<file path="src/rtl/packet_header_parser_macros.svh">
// Assertion macros used by the php_parse module of the packet header parser.
`ifndef PACKET_HEADER_PARSER_MACROS_SVH
`define PACKET_HEADER_PARSER_MACROS_SVH

// Checks that cond implies prop in the same cycle.
`define PHP_ASSERT_IMP(label, cond, prop, msg) \
  label: assert property (@(posedge clk) disable iff (!rst_n) (cond) |-> (prop)) \
    else $error(msg);

// Checks that cond implies prop in the following cycle.
`define PHP_ASSERT_NEXT(label, cond, prop, msg) \
  label: assert property (@(posedge clk) disable iff (!rst_n) (cond) |=> (prop)) \
    else $error(msg);

`endif

</file>
<file path="src/rtl/php_pkg.sv">
// Types, constants and decode functions shared by the packet header parser.
package php_pkg;

  typedef enum logic [1:0] {
    ST_OK     = 2'd0,
    ST_TRUNC  = 2'd1,
    ST_INDET  = 2'd2,
    ST_BADTAG = 2'd3
  } status_t;

  typedef struct packed {
    logic [7:0]  tag_octet;
    logic [5:0]  pkt_type;
    logic        new_format;
    logic [2:0]  header_length;
    logic [31:0] body_length;
    logic        partial_length;
    status_t     status;
  } result_t;

  localparam logic [7:0] NEW_FMT_MASK   = 8'hC0;
  localparam logic [7:0] LEN_TWO_FIRST  = 8'd192;
  localparam logic [7:0] LEN_TWO_LAST   = 8'd223;
  localparam logic [7:0] LEN_FIVE_MARK  = 8'd255;
  localparam logic [1:0] LEG_LEN_ONE    = 2'd0;
  localparam logic [1:0] LEG_LEN_TWO    = 2'd1;
  localparam logic [1:0] LEG_LEN_INDET  = 2'd3;
  localparam logic [2:0] HDR_LEN_NONE   = 3'd0;
  localparam logic [2:0] HDR_LEN_SHORT  = 3'd2;
  localparam logic [2:0] HDR_LEN_MID    = 3'd3;
  localparam logic [2:0] HDR_LEN_LEGACY = 3'd5;
  localparam logic [2:0] HDR_LEN_LONG   = 3'd6;

  function automatic logic is_new(input logic [7:0] tag);
    is_new = (tag & NEW_FMT_MASK) == NEW_FMT_MASK;
  endfunction

  function automatic logic [5:0] decode_type(input logic [7:0] tag);
    logic [5:0] t;
    t = is_new(tag) ? tag[5:0] : {2'b00, tag[5:2]};
    if ((t >= 6'd1 && t <= 6'd14) || (t >= 6'd17 && t <= 6'd21)) begin
      decode_type = t;
    end else begin
      decode_type = 6'd0;
    end
  endfunction

  function automatic result_t make_result(input logic [7:0] tag, input logic [2:0] hdr,
                                          input logic [31:0] body, input logic partial,
                                          input status_t status);
    result_t r;
    logic    ok_tag;
    ok_tag           = (status != ST_BADTAG);
    r.tag_octet      = tag;
    r.pkt_type       = ok_tag ? decode_type(tag) : 6'd0;
    r.new_format     = ok_tag && is_new(tag);
    r.header_length  = hdr;
    r.body_length    = body;
    r.partial_length = partial;
    r.status         = status;
    make_result      = r;
  endfunction

endpackage

</file>
<file path="src/rtl/php_parse.sv">
// Header parsing state machine: consumes one octet per transfer and forms the result.
`include "packet_header_parser_macros.svh"

module php_parse (
  input  logic             clk,
  input  logic             rst_n,
  input  logic             accept,
  input  logic [7:0]       data_byte,
  input  logic             last_byte,
  output logic             res_valid,
  output php_pkg::result_t res
);

  typedef enum logic [1:0] {
    PH_TAG  = 2'd0,
    PH_LEN1 = 2'd1,
    PH_MORE = 2'd2
  } phase_t;

  phase_t      phase_r, phase_nxt;
  logic [7:0]  held_tag_r, held_tag_nxt;
  logic [7:0]  flo_r, flo_nxt;
  logic [31:0] acc_r, acc_nxt;
  logic [2:0]  rem_r, rem_nxt;

  logic        done;
  logic [2:0]  need;
  logic [31:0] acc_sh;
  logic [2:0]  rem_dec;
  logic [7:0]  two_hi;
  logic [31:0] two_body;

  always_comb begin
    phase_nxt    = phase_r;
    held_tag_nxt = held_tag_r;
    flo_nxt      = flo_r;
    acc_nxt      = acc_r;
    rem_nxt      = rem_r;
    res_valid    = 1'b0;
    res          = '0;
    done         = 1'b0;
    need         = 3'd0;
    acc_sh       = {acc_r[23:0], data_byte};
    rem_dec      = ((rem_r == 3'd0) ? 3'd1 : rem_r) - 3'd1;
    two_hi       = flo_r - php_pkg::LEN_TWO_FIRST;
    two_body     = {16'd0, two_hi, 8'd0} + {24'd0, acc_sh[7:0]}
                   + {24'd0, php_pkg::LEN_TWO_FIRST};
    case (phase_r)
      PH_TAG: begin
        if (!data_byte[7]) begin
          res_valid = 1'b1;
          res = php_pkg::make_result(data_byte, php_pkg::HDR_LEN_NONE, 32'd0, 1'b0,
                                     php_pkg::ST_BADTAG);
        end else begin
          held_tag_nxt = data_byte;
          if (!php_pkg::is_new(data_byte) && data_byte[1:0] == php_pkg::LEG_LEN_INDET) begin
            res_valid = 1'b1;
            res = php_pkg::make_result(data_byte, php_pkg::HDR_LEN_NONE, 32'd0, 1'b0,
                                       php_pkg::ST_INDET);
          end else if (last_byte) begin
            res_valid = 1'b1;
            res = php_pkg::make_result(data_byte, php_pkg::HDR_LEN_NONE, 32'd0, 1'b0,
                                       php_pkg::ST_TRUNC);
          end else begin
            phase_nxt = PH_LEN1;
          end
        end
      end
      PH_LEN1: begin
        flo_nxt = data_byte;
        acc_nxt = 32'd0;
        if (php_pkg::is_new(held_tag_r)) begin
          if (data_byte < php_pkg::LEN_TWO_FIRST) begin
            done = 1'b1;
            res = php_pkg::make_result(held_tag_r, php_pkg::HDR_LEN_SHORT,
                                       {24'd0, data_byte}, 1'b0, php_pkg::ST_OK);
          end else if (data_byte <= php_pkg::LEN_TWO_LAST) begin
            need = 3'd1;
          end else if (data_byte == php_pkg::LEN_FIVE_MARK) begin
            need = 3'd4;
          end else begin
            done = 1'b1;
            res = php_pkg::make_result(held_tag_r, php_pkg::HDR_LEN_SHORT,
                                       32'd1 << data_byte[4:0], 1'b1, php_pkg::ST_OK);
          end
        end else begin
          if (held_tag_r[1:0] == php_pkg::LEG_LEN_ONE) begin
            done = 1'b1;
            res = php_pkg::make_result(held_tag_r, php_pkg::HDR_LEN_SHORT,
                                       {24'd0, data_byte}, 1'b0, php_pkg::ST_OK);
          end else if (held_tag_r[1:0] == php_pkg::LEG_LEN_INDET) begin
            done = 1'b1;
            res = php_pkg::make_result(held_tag_r, php_pkg::HDR_LEN_NONE, 32'd0, 1'b0,
                                       php_pkg::ST_INDET);
          end else begin
            acc_nxt = {24'd0, data_byte};
            need = (held_tag_r[1:0] == php_pkg::LEG_LEN_TWO) ? 3'd1 : 3'd3;
          end
        end
        if (done) begin
          res_valid = 1'b1;
        end else if (last_byte) begin
          res_valid = 1'b1;
          res = php_pkg::make_result(held_tag_r, php_pkg::HDR_LEN_NONE, 32'd0, 1'b0,
                                     php_pkg::ST_TRUNC);
        end else begin
          phase_nxt = PH_MORE;
          rem_nxt = need;
        end
      end
      default: begin
        acc_nxt = acc_sh;
        rem_nxt = rem_dec;
        if (rem_dec == 3'd0) begin
          res_valid = 1'b1;
          if (php_pkg::is_new(held_tag_r)) begin
            if (flo_r == php_pkg::LEN_FIVE_MARK) begin
              res = php_pkg::make_result(held_tag_r, php_pkg::HDR_LEN_LONG, acc_sh, 1'b0,
                                         php_pkg::ST_OK);
            end else begin
              res = php_pkg::make_result(held_tag_r, php_pkg::HDR_LEN_MID, two_body, 1'b0,
                                         php_pkg::ST_OK);
            end
          end else begin
            res = php_pkg::make_result(held_tag_r,
                                       (held_tag_r[1:0] == php_pkg::LEG_LEN_TWO) ?
                                       php_pkg::HDR_LEN_MID : php_pkg::HDR_LEN_LEGACY,
                                       acc_sh, 1'b0, php_pkg::ST_OK);
          end
        end else if (last_byte) begin
          res_valid = 1'b1;
          res = php_pkg::make_result(held_tag_r, php_pkg::HDR_LEN_NONE, 32'd0, 1'b0,
                                     php_pkg::ST_TRUNC);
        end
      end
    endcase
    if (res_valid) begin
      phase_nxt = PH_TAG;
      rem_nxt = 3'd0;
    end
  end

  always_ff @(posedge clk) begin
    if (!rst_n) begin
      phase_r    <= PH_TAG;
      held_tag_r <= 8'd0;
      flo_r      <= 8'd0;
      acc_r      <= 32'd0;
      rem_r      <= 3'd0;
    end else if (accept) begin
      phase_r    <= phase_nxt;
      held_tag_r <= held_tag_nxt;
      flo_r      <= flo_nxt;
      acc_r      <= acc_nxt;
      rem_r      <= rem_nxt;
    end
  end

  `PHP_ASSERT_NEXT(a_result_restarts, accept && res_valid, phase_r == PH_TAG, "result did not restart header")
  `PHP_ASSERT_IMP(a_count_only_collect, rem_r != 3'd0, phase_r == PH_MORE, "octet count outside collect phase")
  `PHP_ASSERT_IMP(a_ok_has_header, res_valid && res.status == php_pkg::ST_OK, res.header_length != 3'd0, "ok result without header length")
  `PHP_ASSERT_IMP(a_held_tag_valid, phase_r != PH_TAG, held_tag_r[7], "length phase with bad held tag")

endmodule

</file>
<file path="src/rtl/packet_header_parser.sv">
// Top level: OpenPGP packet header parser with a registered, skid-buffered result channel.
// The result for the octet that ends a header is registered in the output entry, or
// in the skid entry when the output is stalled. Throughput: one header octet per cycle
// while in_ready is high. The parse state machine and a two-entry output stage set this rate.
// Reset: synchronous, active low; the parser returns to the tag phase and both
// output entries are emptied.
module packet_header_parser (
  input  logic        clk,
  input  logic        rst_n,
  input  logic        in_valid,
  output logic        in_ready,
  input  logic [7:0]  in_data_byte,
  input  logic        in_last_byte,
  output logic        out_valid,
  input  logic        out_ready,
  output logic [7:0]  out_tag_octet,
  output logic [5:0]  out_pkt_type,
  output logic        out_new_format,
  output logic [2:0]  out_header_length,
  output logic [31:0] out_body_length,
  output logic        out_partial_length,
  output logic [1:0]  out_status
);

  logic             accept;
  logic             res_valid;
  php_pkg::result_t res;
  logic             push;

  logic             out_valid_r, out_valid_nxt;
  php_pkg::result_t out_r, out_nxt;
  logic             skid_valid_r, skid_valid_nxt;
  php_pkg::result_t skid_r, skid_nxt;

  assign in_ready = !skid_valid_r;
  assign accept   = in_valid && in_ready;
  assign push     = accept && res_valid;

  php_parse u_parse (
    .clk       (clk),
    .rst_n     (rst_n),
    .accept    (accept),
    .data_byte (in_data_byte),
    .last_byte (in_last_byte),
    .res_valid (res_valid),
    .res       (res)
  );

  always_comb begin
    out_valid_nxt  = out_valid_r;
    out_nxt        = out_r;
    skid_valid_nxt = skid_valid_r;
    skid_nxt       = skid_r;
    if (!out_valid_r || out_ready) begin
      if (skid_valid_r) begin
        out_valid_nxt  = 1'b1;
        out_nxt        = skid_r;
        skid_valid_nxt = 1'b0;
      end else begin
        out_valid_nxt = push;
        out_nxt       = res;
      end
    end else if (push) begin
      skid_valid_nxt = 1'b1;
      skid_nxt       = res;
    end
  end

  always_ff @(posedge clk) begin
    if (!rst_n) begin
      out_valid_r  <= 1'b0;
      skid_valid_r <= 1'b0;
    end else begin
      out_valid_r  <= out_valid_nxt;
      skid_valid_r <= skid_valid_nxt;
    end
    out_r  <= out_nxt;
    skid_r <= skid_nxt;
  end

  assign out_valid          = out_valid_r;
  assign out_tag_octet      = out_r.tag_octet;
  assign out_pkt_type       = out_r.pkt_type;
  assign out_new_format     = out_r.new_format;
  assign out_header_length  = out_r.header_length;
  assign out_body_length    = out_r.body_length;
  assign out_partial_length = out_r.partial_length;
  assign out_status         = out_r.status;

endmodule
</file>
<file path="config.mk">
export PLATFORM = sky130hd
export DESIGN_NAME = packet_header_parser
export DESIGN_NICKNAME = d
export VERILOG_FILES = /design/src/rtl/php_pkg.sv /design/src/rtl/php_parse.sv /design/src/rtl/packet_header_parser.sv
export VERILOG_INCLUDE_DIRS = /design/src /design/src/rtl
export SDC_FILE = /design/constraint.sdc
export NUM_CORES = 1
export LEC_CHECK = 0
export BUFFER_PORTS_ARGS = -buffer_cell sky130_fd_sc_hd__clkbuf_2
export CAP_MARGIN = 20
export CORE_ASPECT_RATIO = 0.9
export CORE_MARGIN = 5
export CORE_UTILIZATION = 64
export CTS_BUF_LIST = sky130_fd_sc_hd__clkbuf_16
export DETAILED_ROUTE_END_ITERATION = 8
export PLACE_DENSITY = 0.85
export REMOVE_ABC_BUFFERS = 1
export SYNTH_ARGS = -nofsm -noshare
export SYNTH_HDL_FRONTEND = slang
export SYNTH_SLANG_ARGS = --single-unit
</file>
<file path="constraint.sdc">
create_clock -name clk -period 8.35 [get_ports clk]
set_clock_uncertainty 0.1 [all_clocks]
set_input_delay 1.67 -clock clk [delete_from_list [all_inputs] [get_ports clk]]
set_output_delay 1.67 -clock clk [all_outputs]
set_load 0.02 [all_outputs]
</file>
==> results of run 1 <==
## per-layer routing
layer | vias to the layer above | track usage, % | wire length [um]
met2 | 364 | 46.7 | 9770
met4 | 0 | 9.83 | 443
met1 | 2958 | 41.6 | 8790
met3 | 44 | 6.60 | 2020
li1 | 2752 | - | -
met5 | - | 0 | 0
## metrics by stage
stage               util, %  worst slack [ns]  area [um2]
finish                 72.0              3.16        8560
global route           72.0              2.94        8560
CTS                    71.9              3.23        8550
detailed placement     67.3              2.79        8000
global placement       67.3              2.96        8000
floorplan                 -              2.41        7410
## cell type report
type	instances	area (um2)	area share [%]
clock buffers	17	425	4.97
clock inverters	15	120	1.40
inverters	20	75.1	0.877
multi-input cells	483	3220	37.7
flip-flops and latches	153	4120	48.2
well taps	160	200	2.34
repair buffers	74	388	4.53
## cells in the mapped netlist (8+ instances only)
cell	number
mux2i_1	14
clkbuf_1	29
ha_1	11
o21ai_0	33
nor2_1	81
nor3_1	8
inv_1	17
a22oi_1	27
a31oi_1	10
o31ai_1	9
dfxtp_1	47
a21oi_1	36
nand2_1	57
mux2_2	31
edfxtp_1	106
and2_1	13
## flip-flops by register name (all words and copies together) (netlist names)
name                flops
u_parse.rem_r           3
skid_valid_r            1
out_body_length        32
u_parse.flo_r           8
skid_r                 53
out_new_format          1
out_header_length       3
u_parse.acc_r          24
out_tag_octet           8
out_valid               1
out_partial_length      1
out_pkt_type            6
u_parse.phase_r         2
out_status              2
u_parse.held_tag_r      8
## kinds of logic after synthesis
kind of cell / after synthesis / synth area share (%)
and+or+nand+nor: 213 / 13.4
AOI/OAI and AO/OA: 206 / 19.5
DFF: 153 / 53.8
buffers and inverters: 67 / 4.29
muxes: 46 / 6.58
adders and majority gates: 11 / 1.80
xor gates and xnor gates: 6 / 0.685
other: 1 / 0.0489
## worst reg2reg max path, delay by kind of cell (launching register included)
kind                     cells  cell delay, ns
buffers and inverters        2            0.76
adder cells (fa/ha/maj)      1            0.35
AND/OR/NAND/NOR              1            0.57
AO/OA/AOI/OAI                3            1.14
flip-flops                   1            0.62
## report_power, final
| group | leakage (uW) | switching, uW | internal [uW] | total [uW] |
|---|---|---|---|---|
| clock | 0.000258 | 329 | 384 | 713 |
| combinational | 0.00152 | 119 | 49.5 | 169 |
| sequential | 0.00148 | 16.6 | 841 | 857 |
## worst paths after layout
path,start,to,slack (ns),cells after the start
max reg2reg,u_parse.held_tag_r[1],skid_r[52],4.43,7
max,in_data_byte[7],skid_r[52],3.16,8
min reg2reg,u_parse.flo_r[3],u_parse.flo_r[3],0.39,2
min,u_parse.flo_r[3],u_parse.flo_r[3],0.39,2
==> impl_metrics.yaml, run 1 <==
die:
  boundaryPins: 68
  start_util_pct: 64.5
  fp.dieW_um: 125
  core_um2: 11900
  chipHeight_um: 114
  rows: 38
  die_area_um2: 14300
logic_synthesis:
  synth_edf_count: 106
  yosys.area.top_type_share_pct: 41.5
  yosys_warnings: 0
  ys_ff_latch: 153
  syn_area_um2: 7670
  ys_seq_area_share_pct: 53.8
  yosysUniqueCellTypes: 87
  synth_flop_cell: "edfxtp_1"
  synth_top_area_cell: "edfxtp_1"
  synth_cells: 703
  ys_async_sr_fraction_pct: 0
  avgSynthCellArea_um2: 10.9
  synthTopCellsByArea: "edfxtp_1, dfxtp_1, mux2_2"
detailed_routing:
  drt_iter0_drc: 827
  firstDrtPassIters: 5
  vias: 6118
  routedWlPerCell_um: 22.8
  drc: 0
  wirelength_um: 21000
  drt.antenna.violating_nets: 0
  avgViaCountPerCell: 6.64
placement:
  dp_cells: 889
  dp_hpwl_um: 13800
  gp_routability_congestion: 0.986
  portBuffers: 67
grt:
  grt_overflow: 0
  grt_pass1_vias: 5873
  grt_start_max_net_pins: 57
  antenna_found_initial: 0
  grt_usage_pct: 29.7
  grt_pass1_wl_um: 33000
clock_tree:
  cts_hold_buf: 0
  clkTransAtPathRegs_ns: 0.06
  cts_buffers: 17
  cts_num_sinks: 153
  cts.path.max_buffers: 2
  cts_resized: 0
  htree_levels: 4
  cts_setup_buffers: 0
  worstSkewPairLatency_ns: 0.44
  cts_root_buf: "clkbuf_16"
  cts_tree: "done"
timing:
  timing.hold.ws_ns: 0.385
  min_period_ns: 5.19
  relSlewSlack_pct: 45.3
  fmax_mhz: 193
  worstMarginPinSlew_ns: 0.813
  fin_crit_sh_pct: 62.2
  setup_violations: 0
  slew_viol_final: 0
  finalSetupTns_ns: 0
  rsz0062_at_grt: "no"
  hold_violations: 0
worst_setup_path:
  cp_slowest_cell: "ha_1"
  end_kind: "register"
  startpoint_type: "primary input"
  cpLargestDelayFamily: "compound AO/OA/AOI/OAI gates"
  crit_top_cell: "o21ai_0"
  crit_buf_inv: 2
  cp.arrival_ns: 5.17
  cp_cell_sequence: "clkbuf_2, ha_1, and2_1, o21ai_0, a211oi_1, o21ai_0, nor2_4, buf_4"
  critPathKind: "primary input to register"
  required_ns: 8.32
  slowest_delay_ns: 0.76
  crit_fanout: 34
final_layout:
  drive_gt1_share_pct: 22.4
  final_cells: 922
  nFillCells: 855
  antenna_cells: 0
  mostFrequentLayoutCells: "edfxtp_1, nor2_1, clkbuf_2, nand2_1, dfxtp_1"
  syn2layout_area_growth_pct: 11.6
  fin_nets: 773
  final_common_cell: "edfxtp_1"
pwr:
  p_leak_uw: 0.00326
  total_power_uw: 1740
  ir_drop_uv: 189
  p_per_area_nw_per_um2: 203
status:
  status: "completed"
flow_run:
  cap_violations: 0
worst_hold_path:
  hold_path.class: "register to register"
Note: power is estimated with default switching activity, not from simulation.
==> inputs of run 2 (changes only) <==
--- a/config.mk
+++ b/config.mk
@@ -10,10 +10,10 @@
 export CAP_MARGIN = 20
 export CORE_ASPECT_RATIO = 0.9
 export CORE_MARGIN = 5
-export CORE_UTILIZATION = 64
+export CORE_UTILIZATION = 60
 export CTS_BUF_LIST = sky130_fd_sc_hd__clkbuf_16
 export DETAILED_ROUTE_END_ITERATION = 8
-export PLACE_DENSITY = 0.85
+export PLACE_DENSITY = 0.8
 export REMOVE_ABC_BUFFERS = 1
 export SYNTH_ARGS = -nofsm -noshare
 export SYNTH_HDL_FRONTEND = slang
==> constraint.sdc (replaced) <==
create_clock -name clk -period 5.15 [get_ports clk]
set_clock_uncertainty 0.1 [all_clocks]
set_input_delay 1.03 -clock clk [delete_from_list [all_inputs] [get_ports clk]]
set_output_delay 1.03 -clock clk [all_outputs]
set_load 0.02 [all_outputs]
==> run 2 against run 1 <==
Net effect:
- sequential power rose by 62%
- register-to-register slack worse by 2.6 ns
- cell count is 0.65% higher
- sequential share of layout area is 0.32 points lower
- global-route usage down 0.17 points
- wire length is 2.9% higher
- first-iteration DRC count up 6.0%
- flip-flop and latch count unchanged
- combinational power increased by 64%
- worst hold slack better by 0.0089 ns
- via count grew 1.0%
- die area increased by 6.1%
- largest cell class unchanged
- largest power group unchanged
- highest routed layer unchanged
==> impl_metrics.yaml, run 2 (synthesis results as in run 1) <==
final_layout:
  antenna_cells: 0
  mostFrequentLayoutCells: "edfxtp_1, nor2_1, clkbuf_2, nand2_1, dfxtp_1"
  fin_nets: 775
  final_common_cell: "edfxtp_1"
  stdcell_area_um2: 8610
  top_register: "skid_r"
  syn2layout_area_growth_pct: 12.3
  drive_gt1_share_pct: 22.6
  largest_reg_flops: 53
timing:
  worstMarginPinSlew_ns: 0.773
  relSlewSlack_pct: 48.0
  setup_violations: 0
  min_period_ns: 3.52
  fmax_mhz: 284
  slew_viol_final: 0
  fin_crit_sh_pct: 68.3
  hold_violations: 0
  rsz0062_at_grt: "no"
die:
  start_util_pct: 60.9
  die_area_um2: 15100
  rows: 39
  chipHeight_um: 117
  core_um2: 12600
  boundaryPins: 68
  fp.dieW_um: 129
detailed_routing:
  avgViaCountPerCell: 6.66
  firstDrtPassIters: 6
  routedWlPerCell_um: 23.3
  route.met2.wl_um: 9660
  drc: 0
  wirelength_um: 21600
  top_layer: "met4"
  wl_met1_um: 9380
  drt_iter0_drc: 877
  drt.antenna.violating_nets: 0
  vias: 6179
  wl_met3_um: 2090
flow_run:
  cap_violations: 0
worst_setup_path:
  r2r_slack_ns: 1.88
  end_kind: "register"
  crit_buf_inv: 3
  cpLargestDelayFamily: "compound AO/OA/AOI/OAI gates"
  crit_fanout: 53
  cp.arrival_ns: 3.52
  startpoint_type: "primary input"
  cp_slowest_cell: "a211oi_1"
  required_ns: 5.15
  critPathKind: "primary input to register"
  cp_cell_sequence: "clkbuf_2, ha_1, buf_4, and3_1, a211oi_1, o21ai_0, nor2_4, buf_12"
  slowest_delay_ns: 0.55
placement:
  gp_routability_congestion: 0.947
  dpl_cell_area_um2: 8040
  portBuffers: 67
  dp_hpwl_um: 14100
clock_tree:
  cts.path.max_buffers: 2
  htree_levels: 4
  cts_buffers: 17
  cts_hold_buf: 0
  cts_tree: "done"
  worstSkewPairLatency_ns: 0.44
  cts_root_buf: "clkbuf_16"
  clkTransAtPathRegs_ns: 0.06
  cts_num_sinks: 153
  cts_resized: 0
  cts_setup_buffers: 0
pwr:
  ir_drop_uv: 284
  p_leak_uw: 0.00329
  p_per_area_nw_per_um2: 335
  total_power_uw: 2890
grt:
  grt_start_max_net_pins: 54
  grt_pass1_vias: 5892
  grt_overflow: 0
  grt_usage_pct: 29.6
  grt_pass1_wl_um: 33900
  antenna_found_initial: 0
status:
  status: "completed"
worst_hold_path:
  hold_path.class: "register to register"
==> run 2: cell count changes in the layout (fill, tap and decap cells not counted), sizes merged <==
cell / previous run / this run
buf: 7 / 9
bufinv: 0 / 1
inv: 21 / 22
clkinvlp: 4 / 2
==> run 2: stage by stage <==
| step | hold slack [ns] | instances | utilization (%) | TNS (ns) | setup WS, ns |
|---|---|---|---|---|---|
| floorplan | 0.357 | 656 | - | -7.85 | -0.148 |
| global placement | 0.371 | 895 | 63.8 | 0 | 1.25 |
| detailed placement | 0.387 | 895 | 63.8 | 0 | 1.27 |
| CTS | 0.396 | 927 | 68.4 | 0 | 1.70 |
| global route | 0.420 | 928 | 68.4 | 0 | 1.48 |
| finish | 0.394 | 928 | 68.4 | 0 | 1.63 |
==> run 2: worst min-delay path: cells and delay by family (launching register included) <==
family | cells | cell delay (ns)
flip-flops | 1 | 0.33
AO/OA/AOI/OAI | 1 | 0.05
AND/OR/NAND/NOR | 1 | 0.06
==> run 2: final cells by class <==
cell class | instances | area (um2)
fillers | 953 | 3980
flip-flops and latches | 153 | 4120
clock inverters | 15 | 144
well taps | 164 | 205
clock buffers | 17 | 425
multi-input cells | 483 | 3220
repair buffers | 76 | 415
inverters | 20 | 75.1
==> run 2: worst paths after layout <==
kind                         startpoint                to  depth (start not counted)
setup reg to reg  u_parse.held_tag_r[1]         skid_r[9]                          7
hold / removal         u_parse.flo_r[3]  u_parse.flo_r[3]                          2
hold reg to reg        u_parse.flo_r[3]  u_parse.flo_r[3]                          2
setup / recovery        in_data_byte[7]         skid_r[9]                          8
==> run 2: power breakdown <==
group	switching (uW)	total [uW]	internal (uW)
Combinational	195	277	81.6
Clock	547	1220	674
Sequential	27.0	1390	1360
Total	769	2890	2120
==> run 2: layer usage <==
| metal | up-vias | track usage (%) |
|---|---|---|
| met2 | 388 | 44.5 |
| met5 | - | 0 |
| met4 | 0 | 10.6 |
| met1 | 2997 | 42.3 |
| li1 | 2753 | - |
| met3 | 41 | 6.94 |
